===== src/rtl/core/qte_pkg.sv =====
// Shared constants, types and the arctangent table for the quaternion to Euler angle unit.
// No dependencies; every other file in this folder imports it.
package qte_pkg;

	localparam int QW = 16;                // quaternion component width, Q1.15
	localparam int PW = 32;                // product of two components
	localparam int AW = 35;                // atan2 operand width
	localparam int SW = 32;                // clamped sine width
	localparam int SQW = 61;               // radicand width
	localparam int RW = 31;                // square root result width
	localparam int SQRT_STEPS = 31;        // one result bit per stage
	localparam int MW = 59;                // normalized magnitude width
	localparam int DW = 62;                // CORDIC x/y datapath width
	localparam int ZW = 34;                // angle accumulator, 2^-30 rad units
	localparam int KW = 31;                // degree conversion constant width
	localparam int CORDIC_ITER_DEF = 16;
	localparam int CORDIC_ITER_MAX = 24;
	localparam int FRONT_LAT = 3;
	localparam int CONV_LAT = 2;
	localparam int ATAN_PRE_LAT = 4;

	localparam logic signed [AW-1:0] ONE_Z = AW'(64'sd1073741824);
	localparam logic signed [ZW-1:0] HALF_PI_Z = ZW'(64'sd1686629713);
	localparam logic signed [KW-1:0] RAD_TO_DEG_K = KW'(64'sd961263669);

	typedef struct packed {
		logic signed [AW-1:0] roll_y;
		logic signed [AW-1:0] roll_x;
		logic signed [AW-1:0] yaw_y;
		logic signed [AW-1:0] yaw_x;
		logic signed [SW-1:0] sine;
		logic                 clamped;
	} front_t;

	// atan(2^-i) in units of 2^-30 rad, truncated.
	function automatic logic signed [ZW-1:0] atan_tab(input logic [4:0] idx);
		logic signed [ZW-1:0] r;
		unique case (idx)
			5'd0:  r = ZW'(64'sd843314856);
			5'd1:  r = ZW'(64'sd497837829);
			5'd2:  r = ZW'(64'sd263043836);
			5'd3:  r = ZW'(64'sd133525158);
			5'd4:  r = ZW'(64'sd67021686);
			5'd5:  r = ZW'(64'sd33543515);
			5'd6:  r = ZW'(64'sd16775850);
			5'd7:  r = ZW'(64'sd8388437);
			5'd8:  r = ZW'(64'sd4194282);
			5'd9:  r = ZW'(64'sd2097149);
			5'd10: r = ZW'(64'sd1048575);
			5'd11: r = ZW'(64'sd524287);
			5'd12: r = ZW'(64'sd262143);
			5'd13: r = ZW'(64'sd131071);
			5'd14: r = ZW'(64'sd65535);
			5'd15: r = ZW'(64'sd32767);
			5'd16: r = ZW'(64'sd16383);
			5'd17: r = ZW'(64'sd8191);
			5'd18: r = ZW'(64'sd4095);
			5'd19: r = ZW'(64'sd2047);
			5'd20: r = ZW'(64'sd1023);
			5'd21: r = ZW'(64'sd511);
			5'd22: r = ZW'(64'sd255);
			5'd23: r = ZW'(64'sd127);
			default: r = '0;
		endcase
		return r;
	endfunction

endpackage


===== src/rtl/core/qte_isqrt.sv =====
// Pipelined integer square root, one result bit per stage, with a side payload delayed alongside.
// Depends on qte_pkg.
module qte_isqrt #(
	parameter int PASS_W = 1
) (
	input  logic                      clk,
	input  logic                      en,
	input  logic [qte_pkg::SQW-1:0]   v_in,
	input  logic [PASS_W-1:0]         pass_in,
	output logic [qte_pkg::RW-1:0]    root,
	output logic [PASS_W-1:0]         pass_out
);
	import qte_pkg::*;

	localparam int RESW = SQW + 1;

	logic [SQW-1:0]    v_s   [SQRT_STEPS+1];
	logic [RESW-1:0]   r_s   [SQRT_STEPS+1];
	logic [PASS_W-1:0] p_s   [SQRT_STEPS+1];

	assign v_s[0] = v_in;
	assign r_s[0] = '0;
	assign p_s[0] = pass_in;

	for (genvar j = 0; j < SQRT_STEPS; j++) begin : g_step
		localparam logic [RESW-1:0] BIT = RESW'(1) << (SQW - 1 - 2 * j);
		logic [RESW-1:0] trial;
		assign trial = r_s[j] + BIT;
		always_ff @(posedge clk) begin
			if (en) begin
				p_s[j+1] <= p_s[j];
				if (RESW'(v_s[j]) >= trial) begin
					v_s[j+1] <= v_s[j] - SQW'(trial);
					r_s[j+1] <= (r_s[j] >> 1) + BIT;
				end else begin
					v_s[j+1] <= v_s[j];
					r_s[j+1] <= r_s[j] >> 1;
				end
			end
		end
	end

	assign root = r_s[SQRT_STEPS][RW-1:0];
	assign pass_out = p_s[SQRT_STEPS];

endmodule


===== config.mk =====
export PLATFORM = sky130hd
export DESIGN_NAME = qte_isqrt
export DESIGN_NICKNAME = d
export VERILOG_FILES = /design/src/rtl/core/qte_pkg.sv /design/src/rtl/core/qte_isqrt.sv
export SDC_FILE = /design/constraint.sdc
export NUM_CORES = 2
export LEC_CHECK = 0
export BUFFER_PORTS_ARGS = -buffer_cell sky130_fd_sc_hd__buf_4
export CORE_MARGIN = 3
export CORE_UTILIZATION = 28
export CTS_CLUSTER_SIZE = 16
export DETAILED_ROUTE_END_ITERATION = 10
export GPL_TIMING_DRIVEN = 1
export PLACE_DENSITY = 0.44
export REMOVE_ABC_BUFFERS = 1
export SLEW_MARGIN = 5
export SYNTH_ARGS = -nofsm -noshare
export SYNTH_HDL_FRONTEND = slang
export SYNTH_SLANG_ARGS = --single-unit
export TNS_END_PERCENT = 30

===== constraint.sdc =====
create_clock -name clk -period 9.8 [get_ports clk]
set_input_delay 0.49 -clock clk [delete_from_list [all_inputs] [get_ports clk]]
set_output_delay 0.49 -clock clk [all_outputs]
set_load 0.02 [all_outputs]

==> metrics.md <==
| Metric | Value |
|---|---|
| Fin Hold WS | 0.312 ns |
| Post-Synthesis Cell Area | 0.111 mm^2 |
| Most frequent cells in the layout | edfxtp_1 (2357), inv_1 (639), nor2_1 (567) |
| Main combinational cell family by area after synthesis | simple AND/OR/NAND/NOR gates |
| IO Count | 96 |
| Hpwl dp | 234000 um |
| Overall fraction of global-route tracks in use | 14.7% |
| Row count | 230 |
| GRT overflow | 0 |
| Crit-path max FO | 55 |
| Most Crowded Layer GR | met2 |
| Die area | 0.405 mm^2 |
| Power density over the cells | 239 mW/mm^2 |
| Static Leak | 46.9 nW |
| Largest cells by area after synthesis | edfxtp_1 (64%), ha_1 (5.9%), xor2_1 (3.1%) |
| Crit Path Class | register to register |
| Met1 Track Usage GR | 15.3% |
| Worst R2R Setup Slack | 4.39 ns |
| Ys async rst share | 0% |
| Final setup vio count | 0 |
| Measured slew at the worst slew-check pin | 1.30 ns |
| Tcrit/Tclk final | 55.2% |
| First-pass GRT wire length | 454000 um |
| CTS tree | built |
| Vert. Die Dim | 636 um |
| Post-layout instance area | 0.128 mm^2 |
| Final WL | 306000 um |
| Yosys warns | 0 |
| Multi-input gate area | 0.0376 mm^2 |
| Multiplexer share of the synthesized area | 1.05% |
| Post-synth top area cell | edfxtp_1 |
| Antenna violations before repair | 6 |
| Slew headroom | 12.4% |
| Final TNS setup | 0 ns |
| Crit start category | register |
| Status | finished clean |
| FILL cells | 38764 |
| Worst skew pair latency | 0.89 ns |
| Root Buffer | clkbuf_16 |
| Crit. End Element | register |
| DRT Pass-1 Iters | 6 |
| Highest clock rate | 185 MHz |
| CTS buffer count | 273 |
| Min Tclk post-route | 5.41 ns |
| Reg area | 0.0708 mm^2 |
| Post-synthesis adder-cell area fraction | 5.90% |
| Nets | 9606 |
| Via density | 4.74 |
| Hold Violations, Final | 0 |
| M3 GR Usage | 1.54% |
| Layout cells sized above 1 | 7.80% |
| Post-DRT Antenna Nets | 0 |
| RSZ-0062 raised after global routing | no |
| Max Cap Violations | 0 |
| CTS HTree Levels | 5 |
| Die width | 636 um |
| Total power | 30.6 mW |
| Commonest non-fill, non-tap cell in the layout | edfxtp_1 |
| Post-synth top area share | 63.6% |
| TritonCTS Sinks | 2357 |
| Worst endpoint data arrival time | 6.00 ns |
| Register area share after synthesis | 63.6% |
| Clk buf depth | 4 |
| Via count | 68577 |
| Vias in the first global route | 71019 |
| GR Util met2 | 29.3% |
| Area Overhead vs Synth | 15.1% |
| Peak supply drop | 0.000162 V |
| Cells after Synth | 8683 |
| Post-synth cell types | 87 |
| Final Util | 32.5% |
| RePlAce Congestion | 0.864 |
| DR DRC count | 0 |
| WP data required | 10.38 ns |
| Seq cells post-synth | 2357 |
| Mean Syn Cell Area | 12.8 um^2 |
| Worst-path clk slew | 0.06 ns |
| Post-synth EDFFs | 2357 |
| Clk_skew | 0.0582 ns |
| Port Buffers | 95 |
| DRT iter0 DRCs | 4073 |
| Core area | 0.394 mm^2 |
| Simple-Gate Fraction of Synth Area | 11.7% |
| XOR/XNOR Fraction of Synth Area | 6.22% |
| Synth Area in Compound Gates | 8.81% |
| Avg WL per Cell | 21.2 um |
| Fin. max-slew vios | 0 |
| Initial Utilization | 28.2% |
| Hold crit path type | input port to register |
| Largest net degree at the start of global routing | 191 |
| Prevailing post-synth register cell | edfxtp_1 |
| Placed Area | 0.119 mm^2 |
## logic make-up (layout without fill, tap and decap cells)
group                    after synthesis  count (layout)
AO/OA/AOI/OAI                       1601            1601
XOR/XNOR                             790             790
adder cells (fa/ha/maj)              524             524
buffers and inverters                807            1352
flip-flops                          2357            2357
multiplexers                         105             105
other                                  1              13
AND/OR/NAND/NOR                     2498            2498
## synthesized netlist by cell type, types with 148 or more instances
cell      instances
a21o_1          183
a21oi_1         555
clkbuf_1        148
edfxtp_1       2357
ha_1            523
inv_1           639
nand2_1         526
nor2_1          567
nor3_1          215
nor4_1          299
o21ai_0         399
xnor2_1         392
xor2_1          398
## worst max-delay path, cell delays in order (launching register included)
cell	delay, ns
edfxtp_1	0.41
ha_1	0.38
nor4bb_1	0.81
nor3b_2	0.33
buf_4	0.21
nand4_1	0.49
o2111ai_1	0.75
nor3_2	0.07
buf_4	0.31
or3_1	0.47
a21oi_1	0.28
nand2_1	0.22
nor4_1	0.27
xor2_1	0.12
## metrics by stage
step / setup WS [ns] / instances
after floorplan: 2.31 / 8518
after global placement: 2.75 / 13896
after detailed placement: 4.24 / 13900
after CTS: 4.19 / 14448
after global routing: 3.99 / 14456
final: 4.39 / 14460
## power by group
part,switching (mW),total (mW),internal [mW]
logic,3.86,6.45,2.59
registers,1.17,14.0,12.9
clock network,4.22,10.1,5.91
## what timing repair did
action                                  4_1_cts  5_1_grt
resized for setup                             0        0
endpoints found under the setup margin        0        0
hold buffers                                 63        0
setup buffers                                 0        0
endpoints found under the hold margin        68        0
## final cells by class
class	count	area share (%)
sequential	2357	55.3
multi-input combinational	5519	29.3
clock buffer	345	5.63
tap	5220	5.10
inverter	642	1.88
timing repair buffer	225	1.55
clock inverter	140	1.23
antenna	12	0.0234
## state kept, by name (all words and copies together) (netlist names)
name / cells
p_s: 30
r_s: 465
pass_out: 1
root: 31
v_s: 1830
## metal layers
metal,up-vias,share of wire [%],wire length (um)
li1,33211,-,-
met1,33674,37,113000
met2,1176,56,170000
met3,514,2.5,7800
met4,2,4.8,14600
met5,-,0.0042,13
## path summary, 6_finish.rpt
kind	start	endpoint	depth (start not counted)
worst max-delay path	v_s[402]	v_s[352]	13
worst min-delay path	v_in[43]	v_s[1873]	2
worst max register to register	v_s[402]	v_s[352]	13
worst min register to register	p_s[20]	p_s[19]	0
Power figures use the tool's default switching activity.
