File: config.mk
export PLATFORM = sky130hd
export DESIGN_NAME = qte_convert
export DESIGN_NICKNAME = d
export VERILOG_FILES = /design/src/rtl/core/qte_pkg.sv /design/src/rtl/core/qte_convert.sv
export SDC_FILE = /design/constraint.sdc
export NUM_CORES = 1
export LEC_CHECK = 0
export BUFFER_PORTS_ARGS = -buffer_cell sky130_fd_sc_hd__clkbuf_2
export CORE_AREA = 10 10 274 276
export DETAILED_ROUTE_END_ITERATION = 12
export DIE_AREA = 0 0 284 286
export PLACE_DENSITY = 0.48
export SLEW_MARGIN = 20
export SYNTH_ARGS = -nofsm -noshare
export SYNTH_HDL_FRONTEND = slang
export SYNTH_SLANG_ARGS = --single-unit
export TNS_END_PERCENT = 10
File: constraint.sdc
create_clock -name clk -period 13.4 [get_ports clk]
set_input_delay 0.67 -clock clk [delete_from_list [all_inputs] [get_ports clk]]
set_output_delay 0.67 -clock clk [all_outputs]
set_load 0.01 [all_outputs]
File: src/rtl/core/qte_pkg.sv
// Shared constants, types and the arctangent table for the quaternion to Euler angle unit.
// No dependencies; every other file in this folder imports it.
package qte_pkg;

	localparam int QW = 16;                // quaternion component width, Q1.15
	localparam int PW = 32;                // product of two components
	localparam int AW = 35;                // atan2 operand width
	localparam int SW = 32;                // clamped sine width
	localparam int SQW = 61;               // radicand width
	localparam int RW = 31;                // square root result width
	localparam int SQRT_STEPS = 31;        // one result bit per stage
	localparam int MW = 59;                // normalized magnitude width
	localparam int DW = 62;                // CORDIC x/y datapath width
	localparam int ZW = 34;                // angle accumulator, 2^-30 rad units
	localparam int KW = 31;                // degree conversion constant width
	localparam int CORDIC_ITER_DEF = 16;
	localparam int CORDIC_ITER_MAX = 24;
	localparam int FRONT_LAT = 3;
	localparam int CONV_LAT = 2;
	localparam int ATAN_PRE_LAT = 4;

	localparam logic signed [AW-1:0] ONE_Z = AW'(64'sd1073741824);
	localparam logic signed [ZW-1:0] HALF_PI_Z = ZW'(64'sd1686629713);
	localparam logic signed [KW-1:0] RAD_TO_DEG_K = KW'(64'sd961263669);

	typedef struct packed {
		logic signed [AW-1:0] roll_y;
		logic signed [AW-1:0] roll_x;
		logic signed [AW-1:0] yaw_y;
		logic signed [AW-1:0] yaw_x;
		logic signed [SW-1:0] sine;
		logic                 clamped;
	} front_t;

	// atan(2^-i) in units of 2^-30 rad, truncated.
	function automatic logic signed [ZW-1:0] atan_tab(input logic [4:0] idx);
		logic signed [ZW-1:0] r;
		unique case (idx)
			5'd0:  r = ZW'(64'sd843314856);
			5'd1:  r = ZW'(64'sd497837829);
			5'd2:  r = ZW'(64'sd263043836);
			5'd3:  r = ZW'(64'sd133525158);
			5'd4:  r = ZW'(64'sd67021686);
			5'd5:  r = ZW'(64'sd33543515);
			5'd6:  r = ZW'(64'sd16775850);
			5'd7:  r = ZW'(64'sd8388437);
			5'd8:  r = ZW'(64'sd4194282);
			5'd9:  r = ZW'(64'sd2097149);
			5'd10: r = ZW'(64'sd1048575);
			5'd11: r = ZW'(64'sd524287);
			5'd12: r = ZW'(64'sd262143);
			5'd13: r = ZW'(64'sd131071);
			5'd14: r = ZW'(64'sd65535);
			5'd15: r = ZW'(64'sd32767);
			5'd16: r = ZW'(64'sd16383);
			5'd17: r = ZW'(64'sd8191);
			5'd18: r = ZW'(64'sd4095);
			5'd19: r = ZW'(64'sd2047);
			5'd20: r = ZW'(64'sd1023);
			5'd21: r = ZW'(64'sd511);
			5'd22: r = ZW'(64'sd255);
			5'd23: r = ZW'(64'sd127);
			default: r = '0;
		endcase
		return r;
	endfunction

endpackage

File: src/rtl/core/qte_convert.sv
// Angle output stage: radians Q2.13 and degrees Q8.7, rounded and clamped.
// Depends on qte_pkg. Two register stages.
module qte_convert #(
	parameter int OUT_W   = 16,
	parameter int RAD_LIM = 25736,
	parameter int DEG_LIM = 23040
) (
	input  logic                          clk,
	input  logic                          en,
	input  logic signed [qte_pkg::ZW-1:0] z,
	output logic signed [OUT_W-1:0]       rad,
	output logic signed [OUT_W-1:0]       deg
);
	import qte_pkg::*;

	localparam int PRW = ZW + KW;
	localparam logic signed [ZW-1:0] RAD_HI = ZW'(RAD_LIM);
	localparam logic signed [PRW-1:0] DEG_HI = PRW'(DEG_LIM);

	logic signed [OUT_W-1:0] rad_s1, rad_s2, deg_s2;
	logic signed [PRW-1:0] prod_s1;
	logic signed [ZW-1:0] r_full;
	logic signed [OUT_W-1:0] r_cl, d_cl;
	logic signed [PRW-1:0] d_full;

	always_comb begin
		r_full = (z + ZW'(1 << 16)) >>> 17;
		priority if (r_full > RAD_HI) r_cl = OUT_W'(RAD_HI);
		else if (r_full < -RAD_HI) r_cl = OUT_W'(-RAD_HI);
		else r_cl = OUT_W'(r_full);
	end

	always_ff @(posedge clk) begin
		if (en) begin
			rad_s1 <= r_cl;
			prod_s1 <= PRW'(z) * PRW'(RAD_TO_DEG_K);
		end
	end

	always_comb begin
		d_full = (prod_s1 + (PRW'(1) <<< 46)) >>> 47;
		priority if (d_full > DEG_HI) d_cl = OUT_W'(DEG_HI);
		else if (d_full < -DEG_HI) d_cl = OUT_W'(-DEG_HI);
		else d_cl = OUT_W'(d_full);
	end

	always_ff @(posedge clk) begin
		if (en) begin
			rad_s2 <= rad_s1;
			deg_s2 <= d_cl;
		end
	end

	assign rad = rad_s2;
	assign deg = deg_s2;

endmodule

==> results.py <==
metrics = {
    "finish": {
        "multiInputGateArea_mm2": 0.0174,
        "final_nets": 3071,
        "fin_cells": 3170,
        "fin_util_pct": 34.2,
        "nFillCells": 7101,
        "layout-drive-gt1-share_pct": 5.78,
        "stdcell_area_mm2": 0.0238,
        "diodes": 0,
        "synthToLayoutAreaGrowth_pct": 7.86,
        "ff_latch_area_mm2": 0.00201,
    },
    "cts": {
        "clock_sinks": 67,
        "htreeDepth": 3,
        "cts_buffers": 9,
        "cts_buffer_depth": 2,
        "clock_latency_ns": 0.33,
        "clk_pin_slew_ns": 0.05,
        "cts_setup_buffers": 0,
        "cts_tree": "yes",
        "cts-resized-gates": 0,
        "cts_hold_buf": 0,
        "cts_root_buf": "clkbuf_16",
    },
    "detailed_routing": {
        "vias": 14806,
        "ant_nets": 0,
        "drtIter0Drc": 778,
        "drt_pass1_iterations": 5,
        "wl_per_cell_um": 21.7,
        "vias_per_cell": 4.67,
        "drcViolationCount": 0,
        "drt-total-wl_um": 68800,
    },
    "sta": {
        "drv_slew": 0,
        "rsz0062_at_grt": "no",
        "tns_ns": 0,
        "skew_ns": 0.00843,
        "setup_viol": 0,
        "worst_pin_slew_ns": 0.880,
        "layout_min_cycle_time_ns": 8.18,
        "layout_worst_path_cycle_share_pct": 61.0,
        "hold_viol_final": 0,
        "relSlewSlack_pct": 40.8,
        "max_freq_ghz": 0.122,
    },
    "synthesis": {
        "synth_top_area_share_pct": 41.2,
        "yosysTopAreaCell": "fa_1",
        "synth-async-reset-ratio_pct": 0,
        "synth_compound_area_share_pct": 6.90,
        "synth_top_family_by_area": "adder cells",
        "synth_seq_cells": 67,
        "synthCells": 2158,
        "synth_nets": 3004,
        "syn_area_mm2": 0.0220,
        "synth_mux_area_share_pct": 0.324,
        "synth_edf_count": 67,
        "synth_xor_area_share_pct": 4.17,
        "synth_seq_area_share_pct": 9.13,
        "synthAdderAreaFrac_pct": 61.6,
        "synth_cell_types": 81,
        "synth_ff_type": "edfxtp_1",
        "yosysWarningCount": 0,
        "synth_common_cells": "686 x inv_1, 453 x fa_1, 357 x ha_1, 73 x a21oi_1, 67 x edfxtp_1",
        "yosys.area_share.simple_pct": 5.82,
        "synth.most_common_cell": "inv_1",
        "avgSynthCellArea_um2": 10.2,
        "synth_area_leaders": "fa_1 41%, ha_1 20%, inv_1 12%",
    },
    "global_routing": {
        "grt_antenna_before_repair": 1,
        "grt_pass1_vias": 16644,
        "grt_usage_pct": 17.3,
        "grt_pass1_wl_um": 106000,
        "grt_max_degree": 68,
        "overflow": 0,
    },
    "setup_path": {
        "critical_path_class": "input pin to flop",
        "end_kind": "flop",
        "arrival_ns": 8.25,
        "required_ns": 13.47,
        "start_kind": "input pin",
        "crit_path_max_fanout": 10,
    },
    "placed_design": {
        "finalWeightedCongestion": 0.992,
        "port_buffers": 67,
        "dp_cells": 3154,
        "hpwl_um": 62900,
        "place_area_mm2": 0.0235,
    },
    "floorplan": {
        "core.rowCount": 97,
        "dieArea_mm2": 0.0812,
        "fp.coreArea_mm2": 0.0695,
        "initial_core_util_pct": 31.7,
        "die_h_um": 286,
        "fp.dieW_um": 284,
        "pin_count": 68,
    },
    "job": {
        "drv_cap": 0,
    },
    "worst_hold_path": {
        "hold_class": "flop to flop",
    },
    "outcome": {
        "status": "completed",
    },
}
[cells by family after synthesis]
group	Yosys count
adder cells (fa/ha/maj)	813
AO/OA/AOI/OAI	228
flip-flops	67
AND/OR/NAND/NOR	235
multiplexers	7
XOR/XNOR	105
buffers and inverters	703
[cells in the final DEF, fill, tap and decap left out, drive strengths merged, types with 6 or more instances in the layout]
master / count
nand4: 14
nand2: 61
a21o: 24
and3: 11
a21oi: 74
nand3: 25
clkbuf: 74
o21bai: 9
nor2: 47
o211ai: 8
fa: 453
or2: 14
nor3b: 6
o21ai: 41
ha: 357
nor3: 8
a31oi: 13
clkinv: 6
inv: 687
mux2i: 6
buf: 7
edfxtp: 67
o21a: 10
xor2: 58
and2: 19
nand2b: 8
xnor2: 47
[sequential cells by signal, indices dropped and copies added, names as in the netlist]
name and flops:
prod_s1 19, rad 16, rad_s1 16, deg 16
[stage by stage]
step           hold slack [ns]  worst slack, ns
6_report                 0.421             5.22
5_1_grt                  0.425             4.75
4_1_cts                  0.423             5.15
3_5_place_dp             0.410             4.82
3_3_place_gp             0.403             4.81
2_1_floorplan            0.400             6.08
[worst max-delay path: stages]
cell,delay (ns)
clkbuf_2,0.31
inv_1,0.19
ha_1,0.47
inv_1,0.18
ha_1,0.52
fa_1,0.66
inv_1,0.07
fa_1,0.51
inv_1,0.06
fa_1,0.55
fa_1,0.42
fa_1,0.50
inv_1,0.05
fa_1,0.48
inv_1,0.04
ha_1,0.41
nand2_1,0.15
nor4_4,0.23
nand3_2,0.15
nor4_2,0.31
a221oi_2,0.17
a2111oi_4,0.43
o31a_2,0.28
a31o_1,0.20
a31oi_2,0.10
xnor2_1,0.13
[cell type report]
type	count	area share, %
Clock inverter	7	0.147
Sequential cell	67	8.47
Clock buffer	9	0.948
Multi-Input combinational cell	1388	73.1
Tap cell	940	4.95
Inverter	687	10.9
Timing Repair Buffer	72	1.57
[worst paths after layout]
kind	from	to	slack, ns	cells after the start
hold reg to reg	rad_s1[3]	rad[3]	0.42	0
hold / removal	rad_s1[3]	rad[3]	0.42	0
setup reg to reg	prod_s1[46]	deg[0]	10.12	10
setup / recovery	z[32]	prod_s1[64]	5.22	26
[layer usage]
metal | global-route usage, % | wire length, um | vias up
met5 | 0 | 13 | -
met1 | 23.9 | 32100 | 7598
met3 | 2.01 | 2980 | 83
met2 | 28.7 | 32000 | 341
met4 | 3.74 | 1680 | 2
li1 | - | - | 6782
Power is left out: the tool's default activity adds up to more than one toggle a clock period on the data nets, which glitch-free logic cannot reach.
